===== src/hdl/bbr_pkg.sv =====
`timescale 1ns / 1ps
// ============================================================================
// bbr_pkg
// Shared types and constants of the 3x3 RGBA box blur.
// ============================================================================
package bbr_pkg;

    localparam int CFG_W       = 11;
    localparam int PIX_W       = 32;
    localparam int CH_W        = 8;
    localparam int RGB_W       = 3 * CH_W;
    localparam int SUM_W       = 12;
    localparam int RECIP_W     = 13;
    localparam int PROD_W      = SUM_W + RECIP_W;
    localparam logic [RECIP_W-1:0] RECIP9 = 13'd7282;
    localparam int RECIP_SHIFT = 16;
    localparam logic [CH_W-1:0] ALPHA = 8'hFF;

    localparam int FIFO_DEPTH  = 4;
    localparam int FIFO_AW     = $clog2(FIFO_DEPTH);
    localparam int FIFO_CW     = $clog2(FIFO_DEPTH + 1);

    typedef enum logic [0:0] {
        REG_FRAME_WIDTH  = 1'b0,
        REG_FRAME_HEIGHT = 1'b1
    } t_reg_idx;

    typedef logic [RGB_W-1:0] t_rgb;

    typedef struct packed {
        t_rgb up2;
        t_rgb up1;
        t_rgb cur;
        logic clear;
        logic emit;
        logic last;
    } t_col_item;

endpackage


===== src/hdl/bbr_fifo.sv =====
`timescale 1ns / 1ps
// ============================================================================
// bbr_fifo
// Short queue of column items between the front and the back.
// ============================================================================
module bbr_fifo import bbr_pkg::*; (
    input  logic               i_clk,
    input  logic               i_rst_n,
    input  logic               i_push,
    input  t_col_item          i_item,
    input  logic               i_pop,
    output t_col_item          o_item,
    output logic               o_empty,
    output logic [FIFO_CW-1:0] o_count
);

    t_col_item            r_mem [FIFO_DEPTH];
    logic [FIFO_AW-1:0]   r_wptr;
    logic [FIFO_AW-1:0]   r_rptr;
    logic [FIFO_CW-1:0]   r_count;
    logic [FIFO_CW-1:0]   n_count;

    always_comb begin
        n_count = r_count;
        if (i_push && !i_pop) begin
            n_count = r_count + 1'b1;
        end else if (!i_push && i_pop) begin
            n_count = r_count - 1'b1;
        end
    end

    always_ff @(posedge i_clk) begin
        if (!i_rst_n) begin
            r_wptr  <= '0;
            r_rptr  <= '0;
            r_count <= '0;
        end else begin
            if (i_push) begin
                r_wptr <= r_wptr + 1'b1;
            end
            if (i_pop) begin
                r_rptr <= r_rptr + 1'b1;
            end
            r_count <= n_count;
        end
    end

    always_ff @(posedge i_clk) begin
        if (i_push) begin
            r_mem[r_wptr] <= i_item;
        end
    end

    assign o_item  = r_mem[r_rptr];
    assign o_empty = (r_count == '0);
    assign o_count = r_count;

endmodule


===== config.mk =====
export PLATFORM = sky130hd
export DESIGN_NAME = bbr_fifo
export DESIGN_NICKNAME = d
export VERILOG_FILES = /design/src/hdl/bbr_pkg.sv /design/src/hdl/bbr_fifo.sv
export SDC_FILE = /design/constraint.sdc
export NUM_CORES = 1
export LEC_CHECK = 0
export ABC_CLOCK_PERIOD_IN_PS = 4100
export BUFFER_PORTS_ARGS = -buffer_cell sky130_fd_sc_hd__buf_4
export CORE_ASPECT_RATIO = 0.75
export CORE_UTILIZATION = 59
export CTS_BUF_LIST = sky130_fd_sc_hd__clkbuf_4 sky130_fd_sc_hd__clkbuf_8
export CTS_CLUSTER_DIAMETER = 200
export CTS_CLUSTER_SIZE = 10
export DETAILED_ROUTE_END_ITERATION = 6
export GPL_ROUTABILITY_DRIVEN = 0
export PLACE_DENSITY = 0.83
export SLEW_MARGIN = 20
export SYNTH_ARGS = -nofsm -noshare
export SYNTH_HDL_FRONTEND = slang
export SYNTH_SLANG_ARGS = --single-unit
export TNS_END_PERCENT = 20

===== constraint.sdc =====
create_clock -name i_clk -period 4.1 [get_ports i_clk]
set_clock_uncertainty 0.1 [all_clocks]
set_input_delay 1.23 -clock i_clk [delete_from_list [all_inputs] [get_ports i_clk]]
set_output_delay 1.23 -clock i_clk [all_outputs]
set_load 0.01 [all_outputs]

## After elaboration in Yosys (flattened, before gate mapping)

Memory sizes are Yosys's and may differ from the RTL's. A register that Yosys moved wholly into a read port is not among the register bits.
Cells that the tools add are included.

- Add/sub/neg operators: 4
- Mux-type cells: 6
- Reduce and logical (&&, ||, !) cells: 6

Operators by type and width:

| kind | count |
|---|---|
| 2-to-1 mux 3 bit | 2 |
| adder 2 x 1 -> 2 bit (second input constant) | 2 |
| 2-to-1 mux 2 bit | 2 |
| adder 3 x 1 -> 3 bit (second input constant) | 1 |
| zero test 3 bit | 1 |
| subtractor 3 x 1 -> 3 bit (second input constant) | 1 |
| logical AND 1 bit | 2 |
| zero test 1 bit | 2 |
| 2-to-1 mux 1 bit | 2 |
| nonzero test 2 bit | 1 |

- Register bits after elaboration: 7
- Memory bits (writable): 300
- Input bits: 79
- Output and inout bits: 79
- Logic and storage cells: 20
- Memories: 1

Memory list:

| name | words | bits a word | read ports | clocked after Yosys merged registers in | write ports | line | source |
|---|---|---|---|---|---|---|---|
| r_mem | 4 | 75 | 1 | 1 | 1 | bbr_fifo.sv:17 | `t_col_item r_mem [FIFO_DEPTH];` |

## Longest topological paths before layout

Gate-level depths: netlist (run 1).

- Depth in word-level cells: 4
- Depth in mapped cells: 7
- Gate-level depth less buffers: 7

## Worst setup path before layout (run 1)

Ideal clock, no wire load.

- Kind: input-to-reg
- Start point: input port i_push
- End point: memory r_mem[0][0] in the netlist's numbering, enable pin
- Setup time: 0.441 ns
- Arrival: 2.982 ns
- Required time: 3.559 ns
- Path slack: 0.577 ns
- Cell stages on the path: 1
- Buffers on the path: 0
- Path through: and2_1

- Cells in the longest elaborated chain, start to end: 2

RTL lines:

| item | line | source |
|---|---|---|
| from (decl) | bbr_fifo.sv:9 | `input logic i_push,` |
| 2-to-1 mux 1 bit | bbr_fifo.sv:49 | `if (i_push) begin` |
| 2-to-1 mux 1 bit (not written as such) | bbr_fifo.sv:50 | `r_mem[r_wptr] <= i_item;` |
| to (decl) | bbr_fifo.sv:17 |  |

No other way between the ends.

==> out/results.txt, run 1 <==
The run finished with clean final reports. Fill cells in the final layout number 1048. Yosys printed 0 warnings.

For the total number of clock tree sinks, the log shows 309. The multiplexer area fraction after synthesis was 15.2%; the worst path buffer plus inverter count was 2. The completed layout was analyzed and its total power is 6350 uW. For this run, the top clock speed supported by timing is 290 MHz.

The number of slew-limit violations in the final report is 0. STA classifies the critical path startpoint as a flip-flop. The main flop type after synthesis was sky130_fd_sc_hd__edfxtp_1. The largest family of logic cells by synthesized area is multiplexers.

In this run the worst path has a maximum fanout of 26. The run gives 337 as the number of design-rule violations left by the first detailed-router iteration. The fraction of final layout cells with drive strength greater than 1 was 47.2%; the cell area after synthesis was 0.0113 sq mm. The width of the die was 161 um. The arithmetic-cell share of the synthesized area counting full adders, half adders and majority gates was 0.734%.

The commonest cells after synthesis are sky130_fd_sc_hd__edfxtp_1 (300), sky130_fd_sc_hd__mux4_2 (75), sky130_fd_sc_hd__and2_1 (9), sky130_fd_sc_hd__dfxtp_1 (9). The area share of xor/xnor cells in the synthesized design is 0.389%. In this run the count of I/O pins placed on the die edge is 158. For the synthesized instance count, the log shows 433.

The placeable core area is 0.0186 sq mm, and the count of maximum capacitance violations is 0. The tools report the clock root buffer as sky130_fd_sc_hd__clkbuf_8. For the total negative setup slack, the log shows 0 ns.

In this design, the largest share of critical-path delay is due to flip-flops. Once the clock tree was built, the resizer swapped 0 gates to a different size. The fraction of the cycle the final worst path needs works out to 84.2%.

Yosys mapped the design onto 20 distinct sky130hd cell types. The max-slew headroom at the worst pin came out at 53.7%. The minimum clock period after layout came out at 3.45 ns. Kind of end point of the critical path: an output pin. After Yosys synthesis, and, or, nand and nor cells account for 0.745% of the synthesized area. On the worst path, the slowest cell contributes a delay of 0.62 ns.

The die covers 0.0196 sq mm. For this run the aggregate overflow at the end of global routing stands at 0. The type of the most critical hold path was reg2reg.

The number of nets in the synthesized netlist is 518. Required time reported for the critical path endpoint: 2.77 ns. The logs give 0.00453 uW for the leakage power total and 3 for the maximum count of clock buffers along a single path. Setup repair after global routing left no endpoint under its margin. The synthesized design contains 300 enable-type register cells. By startpoint and endpoint, the worst setup path is classified as reg2out. Dividing the detail-routed wire length by the instance count gives 22.5 um. Entering global routing, the biggest net connects 45 pins. TritonCTS built the clock tree.

For this run, the register share of the synthesized area comes to 81.6%. The async set-reset flop share out of synthesis was 0%. The synthesized netlist devotes 0.111% of its cell area to compound gates.

The port buffer count is 157, and the average cell area after synthesis is 26.0 sq um. Setup violations remaining at the end of the flow were counted as 0. OpenSTA, run right after detailed placement, puts the worst setup slack at 1.13 ns. The initial antenna violation count is 2, and the worst-skew pair later-pin latency is 0.51 ns. The DRC violations left is 0, and the count of hold-fix buffers inserted at cts is 0. The number of nets in the layout is 706. The largest individual stage delay along the critical path comes from the cell sky130_fd_sc_hd__dfxtp_4.

The post-synthesis sequential element count is 309, and the placement row count is 43. Across all hold checks on the routed design, the worst slack comes to 0.486 ns. H-tree depth reported by CTS: 2.

The number of clock buffers added by TritonCTS is 36. The area of combinational cells with multiple inputs is 0.00194 sq mm. The run gives 5 as the first-pass iteration count of the detailed router. The run gives 0 as the count of nets left with antenna violations after detail routing.

The initial core utilization was 60.6%; the transition time at the pin with the least slew margin was 0.695 ns. Wires add up to 19900 um. The count of final hold-check violations came out at 0. Detailed routing inserted a total of 5138 vias.

Walking the worst path, the cells encountered are buf_4 -> mux4_2 -> buf_4. The tools report the final critical-path setup slack as 0.646 ns. Clock-pin slew was measured on the worst setup and hold paths at 0.07 ns. Summed over all instances, the cell type with the most area after synthesis is sky130_fd_sc_hd__edfxtp_1. The combined flip-flop and latch cell area is 0.00920 sq mm, and the total track usage is 21.3%. The maximum VDD drop was 0.424 mV. Yosys instantiated no cell more often than sky130_fd_sc_hd__edfxtp_1. The half-perimeter wire length of the detailed placement result is 12400 um. The cell that appears most often on the critical path is sky130_fd_sc_hd__buf_4. The run gives 5473 as the number of global-route vias before repair. The height of the die works out to 122 um.

The first global-routing pass estimated 30600 um of wire. The number of buffers inserted to repair setup after CTS is 0, and the synthesis-to-layout area growth is 19.2%. The power density over cell area came out at 473 mW/mm^2. Yosys attributes the largest share of cell area to sky130_fd_sc_hd__edfxtp_1 (80%), sky130_fd_sc_hd__mux4_2 (15%), sky130_fd_sc_hd__dfxtp_1 (1.6%). Area share of the largest cell type after synthesis: 80.0%.

Data arrives at the worst endpoint at 2.12 ns. After detailed routing, the number of vias per cell comes to 5.81.
## cell type report
cell class	count	area share [%]
well taps	247	2.30
flip-flops and latches	309	68.6
diodes	1	0.0187
multi-input cells	104	14.5
inverters	4	0.112
clock inverters	2	0.112
clock buffers	51	4.58
repair buffers	166	9.85
## sequential cells by signal (all words and copies together), names as in the netlist, named ones only
signal / cells
r_mem: 300
o_count: 3
r_rptr: 2
r_wptr: 2
## cell families after synthesis
| kind of cell | after synthesis |
|---|---|
| DFF | 309 |
| adders and majority gates | 6 |
| buffers and inverters | 20 |
| muxes | 77 |
| AOI/OAI and AO/OA | 2 |
| and+or+nand+nor | 14 |
| xor gates and xnor gates | 5 |
## report_power, final
part | total (uW) | leakage, uW | internal [uW] | switching, uW
logic | 753 | 0.00137 | 397 | 356
registers | 3680 | 0.00283 | 3630 | 52.6
clock network | 1920 | 0.000331 | 953 | 967
## per-layer routing
| metal | global-route usage [%] | up-vias | share of wire [%] |
|---|---|---|---|
| met5 | 2.02 | - | 0.040 |
| met4 | 5.78 | 2 | 1.3 |
| met3 | 5.75 | 31 | 8.5 |
| met2 | 33.6 | 222 | 49 |
| met1 | 29.8 | 2672 | 41 |
| li1 | - | 2211 | - |
## path summary, 6_finish.rpt
check,start,end,slack (ns),cells after the start
hold / removal,r_wptr[1],r_wptr[1],0.49,2
setup / recovery,flip-flop,o_item[37],0.65,3
setup reg to reg,r_wptr[1],r_mem[1][6],2.15,4
hold reg to reg,r_wptr[1],r_wptr[1],0.49,2
## per-stage QoR
stage / instances / utilization [%] / cell area [sq um]
5_1_grt: 884 / 72.3 / 13400
6_report: 884 / 72.3 / 13400
3_3_place_gp: 830 / 68.9 / 12800
3_5_place_dp: 830 / 68.9 / 12800
2_1_floorplan: 433 / - / 11300
4_1_cts: 883 / 72.3 / 13400
## worst min-delay path: stages (launching register included)
cell                      delay (ns)
sky130_fd_sc_hd__dfxtp_1        0.35
sky130_fd_sc_hd__mux2i_1        0.14
sky130_fd_sc_hd__nor2b_1        0.06
## layout by cell type (no fill, tap or decap), drive strengths merged, types with 2 or more instances in the layout
cell,count
nor2b,2
mux2i,2
dfxtp,9
inv,4
xor2,3
clkinvlp,2
clkbuf,51
mux4,75
buf,166
xnor2,2
and2,9
edfxtp,300
ha,5
No activity file was read; power rests on OpenSTA's default activity.
==> inputs of run 2 (changes only) <==
ABC_CLOCK_PERIOD_IN_PS = 3400   (was 4100)
clock period = 3.4 ns   (was 4.1 ns; I/O delays follow)
==> run 2 against run 1 <==
Effect of this change: via count is 0.14% higher; cell count is 0.68% lower; global-route usage is 0.17 points higher; utilization is 0.28 points lower; cell area is 0.39% lower; register-to-register slack worse by 0.60 ns; first-iteration DRC count is 2.4% higher; critical endpoint is now o_item[71]; largest power group unchanged.
==> out/results.txt, run 2 (synthesis gave the netlist of run 1 again) <==
The tools report the DRC violations left as 0 (unchanged). The data arrival time of the critical path was 2.08 ns (-0.04 ns); the average via count per standard cell was 5.86 (+0.82%). The register name with the most flops is r_mem. The run gives 20600 um (+3.6%) as the final routed wirelength across all metal layers. In this run the most critical hold path is launched from o_count[2]. The number of CTS-inserted buffers came out at 36 (unchanged).

Setup repair after global routing left no endpoint under its margin. The setup slack of the most critical reg-to-reg path came out at 1.55 ns (-0.60 ns). The logs give 3 (unchanged) for the maximum count of clock buffers along a single path and 0 (unchanged) for the count of final hold-check violations.

The total power is 7550 uW (+19%), and the number of global-route vias before repair is 5456 (-0.31%). The H-tree depth reported by CTS came out at 2 (unchanged). The initial core utilization is 60.6% (unchanged).

The clock-pin slew on the worst setup and hold paths is 0.07 ns (about the same), and the max-slew headroom at the worst pin is 52.7% (-0.96 points). The count of placed standard cells including taps was 834 (+0.48%). The run finished with clean final reports. The synthesis-to-layout area growth works out to 18.7%. Half-perimeter wire length of the detailed placement result: 12800 um (+2.9%). The total number of clock tree sinks came out at 309 (unchanged). The tools report the count of maximum capacitance violations as 0 (unchanged).

The number of cells on the worst reg-to-reg path is 4 (unchanged). The kind of critical path is reg2out. Number of flip-flops under the largest register name: 300 (unchanged). The fraction of the cycle the final worst path needs works out to 94.2%. The fraction of final layout cells with drive strength greater than 1 was 46.8% (-0.42 points); the height of the die was 122 um (unchanged). The tools report the first-pass iteration count of the detailed router as 4 (-1). The worst hold path terminates at o_count[2].

The antenna diode count is 0 (-1). The transition time at the pin with the least slew margin was 0.709 ns (+0.0145 ns); the area of the die was 0.0196 sq mm (unchanged). Leaving out fill and tap cells, the most frequent cell in the layout is sky130_fd_sc_hd__edfxtp_1. The tightest min-delay check is of the reg2reg type. The kind of end point of the critical path is an output pin. The run gives 0 (unchanged) as the remaining global-route overflow. The tools report the placement row count as 43 (unchanged). The leakage power total came out at 0.00451 uW (-0.35%). Largest incremental delay on the critical path: 0.59 ns (-0.03 ns). The port buffer count works out to 157 (unchanged).

The tools report the number of buffers inserted to repair setup after CTS as 0 (unchanged). The power density over cell area was 565 mW/mm^2 (+19%). The post-cts repair resize count was 0 (unchanged). The initial antenna violation count was 0 (-2). In this run the critical register-to-register path is launched from r_wptr[0]. The number of primary I/O pins is 158 (unchanged), and the number of slew-limit violations in the final report is 0 (unchanged). The endpoint identified for the worst register-to-register timing path is r_mem[0][10]. The minimum clock period after layout works out to 3.20 ns. TritonCTS built the clock tree. The run gives 30800 um (+0.50%) as the wire length of the first global-routing pass. Count of hold-fix buffers inserted at cts: 0 (unchanged). The number of design-rule violations left by the first detailed-router iteration is 345 (+2.4%), and the total negative setup slack is 0 ns (unchanged).

Count of non-filler cells in the finished layout: 878 (-0.68%). The slowest stage of the critical path is the sky130_fd_sc_hd__mux4_2 cell. The run gives 710 (+0.57%) as the number of nets in the layout. The tools report the maximum clock rate as 312 MHz.

The width of the die was 161 um (unchanged); the required time reported for the critical path endpoint was 2.28 ns (-0.49 ns). The signal on the critical path passes through buf_12 -> mux4_2 -> buf_4. For the worst-skew pair later-pin latency, the log shows 0.50 ns (about the same). Count of nets left with antenna violations after detail routing: 0 (unchanged).

The number of instances on the worst hold path is 2 (unchanged), and the placeable core area is 0.0186 sq mm (unchanged). The top cell types in the final layout, fill and taps aside, are sky130_fd_sc_hd__edfxtp_1 (300), sky130_fd_sc_hd__buf_4 (165), sky130_fd_sc_hd__mux4_2 (75). The mean routed wirelength per cell is 23.5 um (+4.3%), and the routed via count is 5145 (+0.14%). The tools report the minimum setup slack after placement as 0.651 ns (-0.477 ns). The maximum VDD drop is 0.384 mV (-9.4%).

The worst setup path is launched from a flip-flop. The run gives 21.4% (+0.17 points) as the total track usage. Setup violation total in the final timing report: 0 (unchanged).

The biggest fanout along the worst timing path is 32 (+23%). The maximum number of pins on one net before global-route repair is 51 (+13%), and the final critical-path setup slack is 0.198 ns (-0.448 ns). The root buffer cell chosen for the clock tree is sky130_fd_sc_hd__clkbuf_8.
-- run 2: worst max-delay path, delay by kind of cell, from the launching register on --
kind / cells / cell delay (ns)
multiplexers: 1 / 0.59
flip-flops: 1 / 0.48
buffers and inverters: 2 / 0.47
-- run 2: layout make-up --
cell class              count  area (sq um)
multi-input cells         104          1940
flip-flops and latches    309          9200
well taps                 247           309
repair buffers            170          1340
inverters                   4          15.0
clock buffers              44           562
fillers                  1062          5200
-- run 2: metrics by stage --
| step | util, % | hold WS (ns) | instance area [sq um] |
|---|---|---|---|
| 6_report | 72.0 | 0.476 | 13400 |
| 5_1_grt | 72.0 | 0.495 | 13400 |
| 4_1_cts | 72.0 | 0.466 | 13400 |
| 3_5_place_dp | 69.0 | 0.456 | 12800 |
| 3_3_place_gp | 69.0 | 0.399 | 12800 |
| 2_1_floorplan | - | 0.421 | 11300 |
-- run 2: layer usage --
| metal | GRT usage [%] | part of all wire (%) | vias to the layer above |
|---|---|---|---|
| li1 | - | - | 2206 |
| met3 | 5.38 | 7.3 | 28 |
| met5 | 0 | 0 | - |
| met2 | 34.1 | 49 | 204 |
| met4 | 5.31 | 1.3 | 0 |
| met1 | 30.6 | 43 | 2707 |
-- run 2: power by group --
group | internal (uW) | switching [uW] | total [uW]
combinational | 483 | 431 | 913
clock | 1060 | 1140 | 2200
sequential | 4370 | 70.9 | 4440
-- run 2: worst max-delay path by stage --
| stage | startpoint | end | cells past startpoint |
|---|---|---|---|
| after floorplan | i_push | r_mem[0][0] | 1 |
| final | flip-flop | o_item[71] | 3 |
| after detailed placement | i_pop | o_count[2] | 8 |
| after CTS | flip-flop | o_item[18] | 3 |
| after global routing | flip-flop | o_item[43] | 3 |
| after global placement | flip-flop | o_item[43] | 3 |
